`config.mk`:
```
export PLATFORM = sky130hd
export DESIGN_NAME = at_response_stream_parser
export DESIGN_NICKNAME = d
export VERILOG_FILES = /design/src/rtl/core/atrsp_pkg.sv /design/src/rtl/core/atrsp_keyword_match.sv /design/src/rtl/core/atrsp_parser.sv /design/src/rtl/core/atrsp_out_reg.sv /design/src/rtl/core/at_response_stream_parser.sv
export SDC_FILE = /design/constraint.sdc
export NUM_CORES = 1
export LEC_CHECK = 0
export BUFFER_PORTS_ARGS = -buffer_cell sky130_fd_sc_hd__buf_2
export CORE_ASPECT_RATIO = 0.5
export CORE_MARGIN = 4
export CORE_UTILIZATION = 35
export DETAILED_ROUTE_END_ITERATION = 6
export GPL_ROUTABILITY_DRIVEN = 0
export PLACE_DENSITY_LB_ADDON = 0.15
export SLEW_MARGIN = 20
export SYNTH_ARGS = -nofsm -noshare
export SYNTH_HDL_FRONTEND = slang
export SYNTH_SLANG_ARGS = --single-unit
```
`constraint.sdc`:
```
create_clock -name clk -period 8.06 [get_ports clk]
set_input_delay 0 -clock clk [delete_from_list [all_inputs] [get_ports clk]]
set_output_delay 0 -clock clk [all_outputs]
set_load 0.01 [all_outputs]
```
`src/rtl/core/atrsp_pkg.sv`:
```
package atrsp_pkg;

  localparam int POS_OUT_W    = 11;
  localparam int CODE_W       = 4;
  localparam int KW_COUNT     = 12;
  localparam int KW_MAX       = 11;

  localparam logic [CODE_W-1:0] CODE_INVALID = 4'd12;

  localparam logic [7:0] CH_CR    = 8'h0D;
  localparam logic [7:0] CH_LF    = 8'h0A;
  localparam logic [7:0] CH_NUL   = 8'h00;
  localparam logic [7:0] CH_A_UP  = 8'h41;
  localparam logic [7:0] CH_A_LO  = 8'h61;
  localparam logic [7:0] CH_T_UP  = 8'h54;
  localparam logic [7:0] CH_T_LO  = 8'h74;

  typedef logic [7:0] kw_text_t [KW_MAX];

  // Status keywords, left aligned, zero padded; index is the status code.
  localparam logic [7:0] KW_CHARS [KW_COUNT][KW_MAX] = '{
    '{"O", "K", 8'h00, 8'h00, 8'h00, 8'h00, 8'h00, 8'h00, 8'h00, 8'h00, 8'h00},
    '{">", " ", 8'h00, 8'h00, 8'h00, 8'h00, 8'h00, 8'h00, 8'h00, 8'h00, 8'h00},
    '{"C", "O", "N", "N", "E", "C", "T", 8'h00, 8'h00, 8'h00, 8'h00},
    '{"S", "E", "N", "D", " ", "O", "K", 8'h00, 8'h00, 8'h00, 8'h00},
    '{"S", "E", "N", "D", " ", "F", "A", "I", "L", 8'h00, 8'h00},
    '{"R", "I", "N", "G", 8'h00, 8'h00, 8'h00, 8'h00, 8'h00, 8'h00, 8'h00},
    '{"N", "O", " ", "C", "A", "R", "R", "I", "E", "R", 8'h00},
    '{"E", "R", "R", "O", "R", 8'h00, 8'h00, 8'h00, 8'h00, 8'h00, 8'h00},
    '{"N", "O", " ", "D", "I", "A", "L", "T", "O", "N", "E"},
    '{"B", "U", "S", "Y", 8'h00, 8'h00, 8'h00, 8'h00, 8'h00, 8'h00, 8'h00},
    '{"N", "O", " ", "A", "N", "S", "W", "E", "R", 8'h00, 8'h00},
    '{"P", "R", "O", "C", "E", "E", "D", "I", "N", "G", 8'h00}
  };

  localparam logic [3:0] KW_LEN [KW_COUNT] = '{
    4'd2, 4'd2, 4'd7, 4'd7, 4'd9, 4'd4, 4'd10, 4'd5, 4'd11, 4'd4, 4'd9, 4'd10
  };

  typedef struct packed {
    logic                 cmd_present;
    logic [POS_OUT_W-1:0] cmd_begin;
    logic [POS_OUT_W-1:0] cmd_finish;
    logic                 unsol_present;
    logic [POS_OUT_W-1:0] unsol_begin;
    logic [POS_OUT_W-1:0] unsol_finish;
    logic [CODE_W-1:0]    status_code;
    logic                 index_overflow;
  } result_t;

endpackage

```
`src/rtl/core/atrsp_keyword_match.sv`:
```
module atrsp_keyword_match import atrsp_pkg::*; #(
  parameter int POS_W        = 11,
  parameter int STATUS_CHARS = 16
) (
  input  kw_text_t          text,
  input  logic [POS_W-1:0]  start_pos,
  input  logic [POS_W-1:0]  end_pos,
  output logic [CODE_W-1:0] code
);

  logic [POS_W-1:0]    len;
  logic                len_ok;
  logic [KW_COUNT-1:0] hit;

  assign len    = end_pos - start_pos;
  assign len_ok = (end_pos > start_pos) && (32'(len) < 32'(STATUS_CHARS));

  always_comb begin
    for (int k = 0; k < KW_COUNT; k++) begin
      hit[k] = len_ok && (len == POS_W'(KW_LEN[k]));
      for (int j = 0; j < KW_MAX; j++) begin
        if ((j < int'(KW_LEN[k])) && (text[j] != KW_CHARS[k][j])) begin
          hit[k] = 1'b0;
        end
      end
    end
  end

  // lowest keyword wins
  always_comb begin
    code = CODE_INVALID;
    for (int k = KW_COUNT - 1; k >= 0; k--) begin
      if (hit[k]) begin
        code = CODE_W'(k);
      end
    end
  end

endmodule

```
`src/rtl/core/atrsp_parser.sv`:
```
module atrsp_parser import atrsp_pkg::*; #(
  parameter int MAX_LEN      = 1024,
  parameter int STATUS_CHARS = 16
) (
  input  logic       clk,
  input  logic       rst,
  input  logic       step_en,
  input  logic [7:0] char_in,
  output logic       res_valid,
  output result_t    res
);

  localparam int IDX_W = $clog2(MAX_LEN);
  localparam int POS_W = $clog2(MAX_LEN + 1);
  localparam int TXT_W = $clog2(STATUS_CHARS);
  localparam logic [IDX_W-1:0] IDX_LAST = IDX_W'(MAX_LEN - 1);

  localparam logic [3:0] PH_START        = 4'd0;
  localparam logic [3:0] PH_ENTER_AT     = 4'd1;
  localparam logic [3:0] PH_AT           = 4'd2;
  localparam logic [3:0] PH_ENTER_STATUS = 4'd3;
  localparam logic [3:0] PH_STATUS       = 4'd4;
  localparam logic [3:0] PH_EXIT_STATUS  = 4'd5;
  localparam logic [3:0] PH_USER         = 4'd6;
  localparam logic [3:0] PH_ENTER_SEND   = 4'd7;
  localparam logic [3:0] PH_SEND         = 4'd8;
  localparam logic [3:0] PH_EXIT_SEND    = 4'd9;
  localparam logic [3:0] PH_ENTER_URC    = 4'd10;
  localparam logic [3:0] PH_URC          = 4'd11;
  localparam logic [3:0] PH_EXIT_URC     = 4'd12;

  logic [3:0]       phase, phase_next;
  logic [IDX_W-1:0] byte_index, byte_index_next;
  logic             overflow_seen, overflow_seen_next;
  logic [POS_W-1:0] cmd_start_pos, cmd_start_pos_next;
  logic [POS_W-1:0] cmd_end_pos, cmd_end_pos_next;
  logic [POS_W-1:0] status_start_pos, status_start_pos_next;
  logic [POS_W-1:0] status_end_pos, status_end_pos_next;
  logic [POS_W-1:0] unsol_start_pos, unsol_start_pos_next;
  logic [POS_W-1:0] unsol_end_pos, unsol_end_pos_next;
  logic [7:0]       status_text [STATUS_CHARS];

  logic [POS_W-1:0]  cur_pos, cur_pos_inc, prev_pos, cap_off, lookup_end, cmd_end_fin;
  logic              cap_ok, text_we, msg_end, in_status, status_ok;
  logic [TXT_W-1:0]  text_addr;
  logic [CODE_W-1:0] status_code;
  kw_text_t          kw_text;

  assign cur_pos     = POS_W'(byte_index);
  assign cur_pos_inc = cur_pos + POS_W'(1);
  assign prev_pos    = (byte_index != '0) ? cur_pos - POS_W'(1) : '0;
  assign msg_end     = (char_in == CH_NUL);
  assign in_status   = (phase == PH_STATUS);

  assign cap_off   = cur_pos - status_start_pos;
  assign cap_ok    = (cur_pos >= status_start_pos) && (32'(cap_off) < 32'(STATUS_CHARS));
  assign text_addr = cap_off[TXT_W-1:0];

  // the closing zero word ends an open status line at the current index
  assign lookup_end  = (msg_end && in_status) ? cur_pos : status_end_pos;
  assign cmd_end_fin = (msg_end && in_status) ? cur_pos : cmd_end_pos;

  always_comb begin
    for (int j = 0; j < KW_MAX; j++) begin
      kw_text[j] = status_text[j];
    end
  end

  atrsp_keyword_match #(
    .POS_W        (POS_W),
    .STATUS_CHARS (STATUS_CHARS)
  ) u_match (
    .text      (kw_text),
    .start_pos (status_start_pos),
    .end_pos   (lookup_end),
    .code      (status_code)
  );

  assign status_ok = (status_code != CODE_INVALID);

  always_comb begin
    phase_next            = phase;
    byte_index_next       = byte_index;
    overflow_seen_next    = overflow_seen;
    cmd_start_pos_next    = cmd_start_pos;
    cmd_end_pos_next      = cmd_end_pos;
    status_start_pos_next = status_start_pos;
    status_end_pos_next   = status_end_pos;
    unsol_start_pos_next  = unsol_start_pos;
    unsol_end_pos_next    = unsol_end_pos;
    text_we               = 1'b0;
    if (step_en) begin
      if (msg_end) begin
        phase_next            = PH_START;
        byte_index_next       = '0;
        overflow_seen_next    = 1'b0;
        cmd_start_pos_next    = '0;
        cmd_end_pos_next      = '0;
        status_start_pos_next = '0;
        status_end_pos_next   = '0;
        unsol_start_pos_next  = '0;
        unsol_end_pos_next    = '0;
      end else begin
        unique case (phase)
          PH_ENTER_AT: begin
            if (char_in == CH_T_UP || char_in == CH_T_LO) begin
              phase_next         = PH_AT;
              cmd_start_pos_next = prev_pos;
            end else begin
              phase_next = PH_USER;
            end
          end
          PH_AT: begin
            if (char_in == CH_CR) phase_next = PH_ENTER_STATUS;
          end
          PH_ENTER_STATUS: begin
            if (char_in == CH_LF) begin
              phase_next            = PH_STATUS;
              status_start_pos_next = cur_pos_inc;
            end else if (char_in != CH_CR) begin
              phase_next = PH_AT;
            end
          end
          PH_STATUS, PH_SEND: begin
            if (char_in == CH_CR) begin
              phase_next          = (phase == PH_STATUS) ? PH_EXIT_STATUS : PH_EXIT_SEND;
              status_end_pos_next = cur_pos;
            end else begin
              text_we = cap_ok;
            end
          end
          PH_EXIT_STATUS: begin
            if (char_in == CH_LF && status_ok) begin
              phase_next       = PH_START;
              cmd_end_pos_next = cur_pos_inc;
            end else begin
              phase_next            = PH_AT;
              status_start_pos_next = '0;
              status_end_pos_next   = '0;
            end
          end
          PH_USER: begin
            if (char_in == CH_CR) phase_next = PH_ENTER_SEND;
          end
          PH_ENTER_SEND: begin
            if (char_in == CH_LF) begin
              phase_next            = PH_SEND;
              status_start_pos_next = cur_pos_inc;
            end else begin
              phase_next = PH_USER;
            end
          end
          PH_EXIT_SEND: begin
            // a failed send status keeps its offsets
            if (char_in == CH_LF && status_ok) begin
              phase_next       = PH_START;
              cmd_end_pos_next = cur_pos_inc;
            end else begin
              phase_next = PH_USER;
            end
          end
          PH_ENTER_URC: begin
            if (char_in == CH_LF) begin
              phase_next           = PH_URC;
              unsol_start_pos_next = prev_pos;
            end else begin
              phase_next = PH_USER;
            end
          end
          PH_URC: begin
            if (char_in == CH_CR) phase_next = PH_EXIT_URC;
          end
          PH_EXIT_URC: begin
            if (char_in == CH_LF) begin
              phase_next         = PH_START;
              unsol_end_pos_next = cur_pos_inc;
            end else begin
              phase_next = PH_URC;
            end
          end
          default: begin
            if (char_in == CH_A_UP || char_in == CH_A_LO) begin
              phase_next = PH_ENTER_AT;
            end else if (char_in == CH_CR) begin
              phase_next = PH_ENTER_URC;
            end else begin
              phase_next         = PH_USER;
              cmd_start_pos_next = cur_pos;
            end
          end
        endcase
        // saturate the index at its last value
        if (byte_index < IDX_LAST) begin
          byte_index_next = byte_index + IDX_W'(1);
        end else begin
          overflow_seen_next = 1'b1;
        end
      end
    end
  end

  always_ff @(posedge clk) begin
    if (rst) begin
      phase            <= PH_START;
      byte_index       <= '0;
      overflow_seen    <= 1'b0;
      cmd_start_pos    <= '0;
      cmd_end_pos      <= '0;
      status_start_pos <= '0;
      status_end_pos   <= '0;
      unsol_start_pos  <= '0;
      unsol_end_pos    <= '0;
    end else begin
      phase            <= phase_next;
      byte_index       <= byte_index_next;
      overflow_seen    <= overflow_seen_next;
      cmd_start_pos    <= cmd_start_pos_next;
      cmd_end_pos      <= cmd_end_pos_next;
      status_start_pos <= status_start_pos_next;
      status_end_pos   <= status_end_pos_next;
      unsol_start_pos  <= unsol_start_pos_next;
      unsol_end_pos    <= unsol_end_pos_next;
    end
  end

  always_ff @(posedge clk) begin
    if (text_we) begin
      status_text[text_addr] <= char_in;
    end
  end

  assign res_valid = step_en && msg_end;

  always_comb begin
    res.cmd_present    = (cmd_start_pos < cmd_end_fin);
    res.cmd_begin      = POS_OUT_W'(cmd_start_pos);
    res.cmd_finish     = POS_OUT_W'(cmd_end_fin);
    res.unsol_present  = (unsol_start_pos < unsol_end_pos);
    res.unsol_begin    = POS_OUT_W'(unsol_start_pos);
    res.unsol_finish   = POS_OUT_W'(unsol_end_pos);
    res.status_code    = status_code;
    res.index_overflow = overflow_seen;
  end

  a_overflow_saturated: assert property (@(posedge clk) disable iff (rst)
    overflow_seen |-> byte_index == IDX_LAST)
    else $error("overflow flag set with index below its limit");

  a_status_start_nonzero: assert property (@(posedge clk) disable iff (rst)
    (phase == PH_STATUS || phase == PH_SEND) |-> status_start_pos != '0)
    else $error("status phase entered without a start offset");

endmodule

```
`src/rtl/core/atrsp_out_reg.sv`:
```
module atrsp_out_reg import atrsp_pkg::*; (
  input  logic    clk,
  input  logic    rst,
  input  logic    load,
  input  result_t load_data,
  output logic    free,
  output logic    out_valid,
  input  logic    out_ready,
  output result_t out_data
);

  logic full;

  assign free      = !full || out_ready;
  assign out_valid = full;

  always_ff @(posedge clk) begin
    if (rst) begin
      full <= 1'b0;
    end else if (load) begin
      full <= 1'b1;
    end else if (out_ready) begin
      full <= 1'b0;
    end
  end

  always_ff @(posedge clk) begin
    if (load) begin
      out_data <= load_data;
    end
  end

  a_no_overwrite: assert property (@(posedge clk) disable iff (rst)
    load |-> free)
    else $error("result word overwritten while waiting");

endmodule

```
`src/rtl/core/at_response_stream_parser.sv`:
```
// AT response stream parser.
// Input channel in_valid/in_ready carries one received character per word
// on char_byte; a zero byte ends the message. Output channel
// out_valid/out_ready carries one result word per message: command and
// unsolicited offsets with presence flags, the status code of the last
// recorded status line and the index overflow flag. Nonzero bytes give no
// output word.
// Throughput: one byte per cycle while no zero byte waits for the result
// slot. A byte is held in the input register and then updates the phase
// machine and offsets; the result of a zero byte is loaded into the output
// register as that byte leaves the input register, which raises out_valid.
// Keyword matching against the captured status text is done in the same
// cycle as the state update.
// When the receiver stalls, nonzero bytes keep flowing through the parser;
// a zero byte waits in the input register until the output word is taken.
// Reset clears the phase machine, the byte index, the offsets and both
// valid flags; the captured status text is not cleared.
module at_response_stream_parser import atrsp_pkg::*; #(
  parameter int MAX_LEN      = 1024,
  parameter int STATUS_CHARS = 16
) (
  input  logic                 clk,
  input  logic                 rst,
  input  logic                 in_valid,
  output logic                 in_ready,
  input  logic [7:0]           char_byte,
  output logic                 out_valid,
  input  logic                 out_ready,
  output logic                 cmd_present,
  output logic [POS_OUT_W-1:0] cmd_begin,
  output logic [POS_OUT_W-1:0] cmd_finish,
  output logic                 unsol_present,
  output logic [POS_OUT_W-1:0] unsol_begin,
  output logic [POS_OUT_W-1:0] unsol_finish,
  output logic [CODE_W-1:0]    status_code,
  output logic                 index_overflow
);

  logic       s1_valid;
  logic [7:0] s1_char;
  logic       s1_fire, in_fire, slot_free, res_valid;
  result_t    res, out_data;

  // a zero byte advances only into a free result slot
  assign s1_fire  = s1_valid && ((s1_char != CH_NUL) || slot_free);
  assign in_ready = !s1_valid || s1_fire;
  assign in_fire  = in_valid && in_ready;

  always_ff @(posedge clk) begin
    if (rst) begin
      s1_valid <= 1'b0;
    end else if (in_fire) begin
      s1_valid <= 1'b1;
    end else if (s1_fire) begin
      s1_valid <= 1'b0;
    end
  end

  always_ff @(posedge clk) begin
    if (in_fire) begin
      s1_char <= char_byte;
    end
  end

  atrsp_parser #(
    .MAX_LEN      (MAX_LEN),
    .STATUS_CHARS (STATUS_CHARS)
  ) u_parser (
    .clk       (clk),
    .rst       (rst),
    .step_en   (s1_fire),
    .char_in   (s1_char),
    .res_valid (res_valid),
    .res       (res)
  );

  atrsp_out_reg u_out (
    .clk       (clk),
    .rst       (rst),
    .load      (res_valid),
    .load_data (res),
    .free      (slot_free),
    .out_valid (out_valid),
    .out_ready (out_ready),
    .out_data  (out_data)
  );

  assign cmd_present    = out_data.cmd_present;
  assign cmd_begin      = out_data.cmd_begin;
  assign cmd_finish     = out_data.cmd_finish;
  assign unsol_present  = out_data.unsol_present;
  assign unsol_begin    = out_data.unsol_begin;
  assign unsol_finish   = out_data.unsol_finish;
  assign status_code    = out_data.status_code;
  assign index_overflow = out_data.index_overflow;

  a_ready_low_only_when_held: assert property (@(posedge clk) disable iff (rst)
    !in_ready |-> s1_valid && s1_char == CH_NUL)
    else $error("input stalled without a waiting zero byte");

  a_zero_byte_held: assert property (@(posedge clk) disable iff (rst)
    s1_valid && !s1_fire |=> s1_valid && $stable(s1_char))
    else $error("waiting zero byte lost");

endmodule
```
Word level (Yosys, flattened, before mapping)

Memories as Yosys holds them, arrays and structs flattened.
Index checks and enable logic that the tools add are counted.

Eq/ne operators: 99
$add $sub $neg: 5
Mux-type cells: 146
$lt $le $gt $ge: 7
Reduce and logical (&&, ||, !) cells: 47

Operator list:

| kind                    | number |
|---|---|
| $ne A8 B7 Y1 const B    | 56 |
| $mux W11                | 20 |
| $mux W4                 | 24 |
| $mux W1                 | 92 |
| $pmux W11 S2            | 3 |
| $pmux W4 S11            | 1 |
| $eq A11 B3 Y1 const B   | 3 |
| $eq A11 B4 Y1 const B   | 3 |
| $eq A8 B7 Y1 const B    | 4 |
| $ne A8 B6 Y1 const B    | 4 |
| $lt A11 B11 Y1          | 2 |
| $lt A11 B5 Y1 const B   | 2 |
| $eq A4 B4 Y1 const B    | 5 |
| $mux W10                | 2 |
| $ne A3 B1 Y1 const B    | 6 |
| $eq A4 B3 Y1 const B    | 4 |
| $eq A8 B4 Y1 const B    | 2 |
| $reduce_bool A2 Y1      | 8 |
| $logic_and A1 B1 Y1     | 14 |
| $add A10 B1 Y11 const B | 1 |
| $eq A11 B2 Y1 const B   | 1 |
| $ge A10 B11 Y1          | 1 |
| $gt A11 B11 Y1          | 1 |
| $reduce_or A11 Y1       | 1 |
| other kinds (26)        | 44 |

Output and inout port bits: 53
Input bits: 12
Memories kept: 1
Flip-flop bits (word level): 142
Memory bits (writable): 128

Memories:

| memory               | depth | width | read ports | clocked after memory_dff | wr ports | line               | text |
|---|---|---|---|---|---|---|---|
| u_parser.status_text | 16    | 8     | 11         | 0                        | 1        | atrsp_parser.sv:41 | `logic [7:0] status_text [STATUS_CHARS];` |

Logic depth before layout (Yosys ltp)

Depth after elaboration: 34
Mapped depth: 20
Gate-level depth less buffers: 16

Cells and area by module

A second synthesis with hierarchy kept.

Cells, all modules: 1061
Area, all modules: 11612.4 µm²

By module, submodules not included:

| module                    | area each (µm²) | seq. area each (µm²) | cells an instance | instances |
|---|---|---|---|---|
| atrsp_parser              | 7946.4          | 4244.1               | 752               | 1 |
| atrsp_keyword_match       | 1775.5          | 0.0                  | 236               | 1 |
| atrsp_out_reg             | 1577.8          | 1551.5               | 55                | 1 |
| at_response_stream_parser | 312.8           | 260.2                | 18                | 1 |

Worst setup path after synthesis

OpenSTA, ideal clock, no wires.

Path type: flip-flop to flip-flop
From: reg s1_char[7]
To: reg u_parser.status_start_pos[1]
Arrival: 4.663 ns
Slack: 3.338 ns
Clock period less this slack: 4.722 ns
Cell stages (with the launch flop): 21
Cell sequence: edfxtp_1 > nor4_2 > and3_1 > and3_1 > clkbuf_1 > clkbuf_1 > nand2_1 > o21ai_0 > inv_1 > fa_1 > clkbuf_1 > nor2b_1 > or4b_1 > nor4_1 > nand4_1 > o311ai_1 > a2111o_1 > a31o_2 > nor2b_1 > buf_2 > a22o_1

Cells in the longest elaborated chain, start to end: 33
Elaborated cells between the ends (all ways): 124
Those cells by class: 1 x add/sub; 2 x order compare; 11 x eq/ne; 94 x mux; 16 x reduce/logical

Ends and longest elaborated chain:

| item                        | line                            | text |
|---|---|---|
| start, declared             | at_response_stream_parser.sv:40 | `logic [7:0] s1_char;` |
| start signal, assigned      | at_response_stream_parser.sv:61 | `s1_char <= char_byte;` |
| $logic_not A8 Y1            | atrsp_parser.sv:52              | `assign msg_end = (char_in == CH_NUL);` |
| $logic_and A1 B1 Y1         | atrsp_parser.sv:60              | `assign lookup_end = (msg_end && in_status) ? cur_pos : status_end_pos;` |
| $mux W11                    | atrsp_parser.sv:60              |  |
| $sub A11 B11 Y11            | atrsp_keyword_match.sv:15       | `assign len = end_pos - start_pos;` |
| $lt A11 B5 Y1               | atrsp_keyword_match.sv:16       | `assign len_ok = (end_pos > start_pos) && (32'(len) < 32'(STATUS_CHARS));` |
| $logic_and A1 B1 Y1         | atrsp_keyword_match.sv:16       |  |
| $logic_and A1 B1 Y1         | atrsp_keyword_match.sv:20       | `hit[k] = len_ok && (len == POS_W'(KW_LEN[k]));` |
| $mux W1 (10 in series)      | atrsp_keyword_match.sv:22       | `if ((j < int'(KW_LEN[k])) && (text[j] != KW_CHARS[k][j])) begin` |
| $mux W3                     | atrsp_keyword_match.sv:33       | `if (hit[k]) begin` |
| $mux W4 (11 in series)      | atrsp_keyword_match.sv:33       |  |
| $ne A4 B4 Y1                | atrsp_parser.sv:79              | `assign status_ok = (status_code != CODE_INVALID);` |
| $logic_and A1 B1 Y1         | atrsp_parser.sv:133             | `if (char_in == CH_LF && status_ok) begin` |
| $ne A3 B2 Y1 (no line)      | -                               |  |
| $reduce_and A4 Y1 (no line) | -                               |  |
| end signal, assigned        | atrsp_parser.sv:219             | `status_start_pos <= status_start_pos_next;` |
| end, declared               | atrsp_parser.sv:37              | `logic [POS_W-1:0] status_start_pos, status_start_pos_next;` |

Parallel ways exist; a longest one is shown, timed or not.
A chain may end at the register's enable or synchronous reset.

Worst setup path in the final report

From: reg s1_char[7]
To: reg u_parser.status_start_pos[5]

Same word-level chain as after synthesis.

==> results.py <==
metrics = {
    "run_status": {
        "run_status": "complete, no violations",
    },
    "sta": {
        "slew-limit-headroom_pct": 26.1,
        "fin_hold_ws_ps": 132,
        "final_hold_viol_count": 0,
        "final-max-slew-violation-count": 0,
        "min_period_over_period_pct": 74.2,
        "max_freq_ghz": 0.167,
        "timing.setup.tns_ps": 0,
        "finalCriticalPeriod_ps": 5980,
        "max_clock_skew_ps": 9.95,
        "grt_setup_unrepaired": "false",
        "tightest_slew_ps": 1090,
        "report.final.setup_viol": 0,
    },
    "synth": {
        "syn_avg_cell_area_um2": 10.2,
        "synth-edff-count": 147,
        "synthArstFlopShare_pct": 0,
        "post_syn_instances": 1169,
        "synth_seq_cells": 229,
        "yosys.cell_types.count": 94,
        "synthesis.nets": 1225,
        "synth-seq-area-share_pct": 50.9,
        "synth_top_flop_cell": "edfxtp_1",
        "yosys_warnings": 0,
        "netlist_area_pre_place_um2": 11900,
    },
    "cts": {
        "clock_tree.buffer_depth": 3,
        "clock_latency_ps": 530,
        "cts_made_buffers": 24,
        "clock-sinks": 229,
        "cts_htree_levels": 1,
        "clk_root_buffer_cell": "clkbuf_16",
        "tritoncts": "built",
        "cts.repair.resized": 0,
        "clock_transition_at_the_registers_of_the_reported_paths_ps": 60,
    },
    "power_and_ir_drop": {
        "comb_power_share_pct": 3.7,
        "p_leak_nw": 4.77,
        "power.switching_fraction_pct": 22.3,
        "power-per-cell-area_nw_per_um2": 185,
        "max-vdd-ir-drop_v": 0.000133,
        "seq_power_share_pct": 50.8,
        "internal_power_mw": 1.96,
        "power_switching_mw": 0.562,
        "clkPwrFrac_pct": 45.5,
        "design_power_total_mw": 2.52,
    },
    "routing": {
        "top_layer": "met4",
        "detail_route.vias_per_cell": 5.59,
        "final_antenna_violating_net_count": 0,
        "drcViolationCount": 0,
        "detailedRoute.firstIterationViolations": 829,
        "met2WireLength_um": 16300,
        "wl_met1_um": 16100,
        "postRouteWirelength_um": 35300,
        "met3_length_um": 2050,
        "first_pass_iters": 5,
        "wl_per_cell_um": 20.8,
        "detailroute.via_count": 9500,
    },
    "grt": {
        "grt_max_degree": 70,
        "grt_pass1_vias": 9231,
        "globalRouteTotalUtil_pct": 18.7,
        "grt_pass1_wl_um": 54900,
        "overflow": 0,
        "grt_antenna_before_repair": 0,
    },
    "worst_setup_path": {
        "path_max_fanout": 22,
        "critical_path_class": "reg2reg",
        "timing.reg2reg.setup_slack_ps": 2080,
        "timing.critical_path.to_type": "flop",
        "worstPathRequired_ps": 8530,
        "cp-start-kind": "flop",
        "critical_path_arrival_ps": 6450,
    },
    "finish": {
        "area.growth.synth_to_final_pct": 14.3,
        "final_core_util_pct": 40.9,
        "post_route_cells_drive_above_1_share_pct": 12.9,
        "num_antenna_cells": 0,
        "filler_cell_count": 3219,
        "multi_input_area_um2": 5390,
        "storage_element_area_um2": 6060,
        "num-nets-final": 1297,
    },
    "floorplanning": {
        "start_util_pct": 35.8,
        "die_area_um2": 37200,
        "io-pin-count": 65,
        "die_h_um": 138,
        "rows": 47,
        "die_w_um": 269,
        "design.core.area_um2": 33300,
    },
    "placement": {
        "portBuffers": 64,
        "post-dp-hpwl_um": 26000,
    },
    "worst_hold_path": {
        "hold_class": "in2reg",
    },
    "flow_run": {
        "max_cap_violations": 0,
    },
}
[path summary, 6_finish.rpt]
kind,cells past startpoint,end,start
setup reg to reg,17,u_parser.status_start_pos[5],s1_char[7]
setup / recovery,17,u_parser.status_start_pos[5],s1_char[7]
hold / removal,3,u_parser.phase[3],rst
hold reg to reg,0,u_out.out_data[0],u_parser.overflow_seen
[critical path: stages, from the launching register on]
cell,delay (ps)
edfxtp_1,560
nor4_2,580
and3_1,240
buf_4,270
nand3_1,440
nor2_1,280
a21oi_1,120
ha_1,280
fa_1,650
nand2b_1,250
or4_1,420
nor4_1,300
nand2_1,90
o311ai_1,260
a2111o_1,210
a31o_2,210
nor2b_1,510
a22o_1,240
[layout make-up]
| class | instances | area share (%) |
|---|---|---|
| multi-input combinational | 832 | 39.6 |
| tap | 441 | 4.05 |
| clock buffer | 30 | 4.74 |
| timing repair buffer | 96 | 4.32 |
| sequential | 229 | 44.5 |
| clock inverter | 14 | 1.20 |
| inverter | 58 | 1.60 |
[kinds of logic after synthesis]
kind of cell             share of synthesized area (%)
multiplexers                                      1.61
adder cells (fa/ha/maj)                           4.75
AO/OA/AOI/OAI                                     11.9
AND/OR/NAND/NOR                                   25.3
XOR/XNOR                                          1.62
flip-flops                                        50.9
buffers and inverters                             3.96
[cell usage in the layout, fill, tap and decap left out, drive strengths merged, types with 6 or more instances in the layout]
master and n:
nor4b 24, mux2i 18, dlygate4sd3 11, or3 11, nor2 103, ha 42
and2 13, a22o 9, o21ai 48, nand3b 24, nand2 127, nor2b 16
xnor2 13, a31oi 6, nor4bb 10, nand2b 25, a22oi 9, o21a 7
inv 60, edfxtp 147, buf 85, nor3 33, or4 10, dfxtp 82
nor3b 9, a21oi 70, nand3 24, nand4 28, clkbuf 30, nor4 36
and3 11, nand4b 6, a21o 8, xor2 9
[registers in the layout (all words and copies together), names as in the netlist]
| name | count |
|---|---|
| s1_valid | 1 |
| u_parser.unsol_start_pos | 11 |
| u_parser.status_text | 88 |
| u_parser.status_end_pos | 10 |
| u_out.out_data | 51 |
| u_parser.cmd_end_pos | 11 |
| u_parser.byte_index | 10 |
| u_out.out_valid | 1 |
| u_parser.phase | 4 |
| u_parser.status_start_pos | 11 |
| u_parser.overflow_seen | 1 |
| u_parser.cmd_start_pos | 11 |
| s1_char | 8 |
| u_parser.unsol_end_pos | 11 |
[layer usage]
layer  up-vias  global-route usage, %
li1       4501                      -
met1      4610                   26.4
met2       319                   30.2
met3        70                   3.05
met4         0                   4.31
met5         -                      0
[metrics by stage]
stage,instances,area [µm²],worst slack [ps]
2_1_floorplan,1169,11900,3340
3_3_place_gp,1645,12700,2370
3_5_place_dp,1645,12700,2140
4_1_cts,1700,13600,2110
5_1_grt,1700,13600,1590
6_report,1700,13600,2080
[synth_stat cells (13+ instances only)]
master / count / area [µm²]
nor4_1: 35 / 219
clkbuf_1: 38 / 143
nand4_1: 27 / 169
xnor2_1: 13 / 114
dfxtp_1: 82 / 1640
nor4b_1: 22 / 193
o21ai_0: 33 / 165
nor2_1: 103 / 387
a21oi_1: 59 / 295
nand3b_1: 24 / 180
nand3_1: 24 / 120
nor3_1: 32 / 160
o21ai_1: 15 / 75.1
nand2b_1: 25 / 156
inv_1: 58 / 218
edfxtp_1: 147 / 4410
nor2b_1: 16 / 100
nand2_1: 124 / 465
mux2i_1: 18 / 180
ha_1: 42 / 526
[power groups by stage]
| stage | clock network, mW | logic [mW] | registers (mW) |
|---|---|---|---|
| 2_1_floorplan | 0 | 0.0697 | 1.29 |
| 3_5_place_dp | 0 | 0.0877 | 1.30 |
| 4_1_cts | 1.18 | 0.0922 | 1.28 |
| 5_1_grt | 1.23 | 0.102 | 1.28 |
| 6_report | 1.15 | 0.0925 | 1.28 |
| 3_3_place_gp | 0 | 0.0870 | 1.30 |
[what timing repair did]
action                    in CTS  in global routing
hold buffers                  11                  0
buffers inserted               0                  0
hold endpoints to repair      10                  0
No activity file was read; power rests on OpenSTA's default activity.
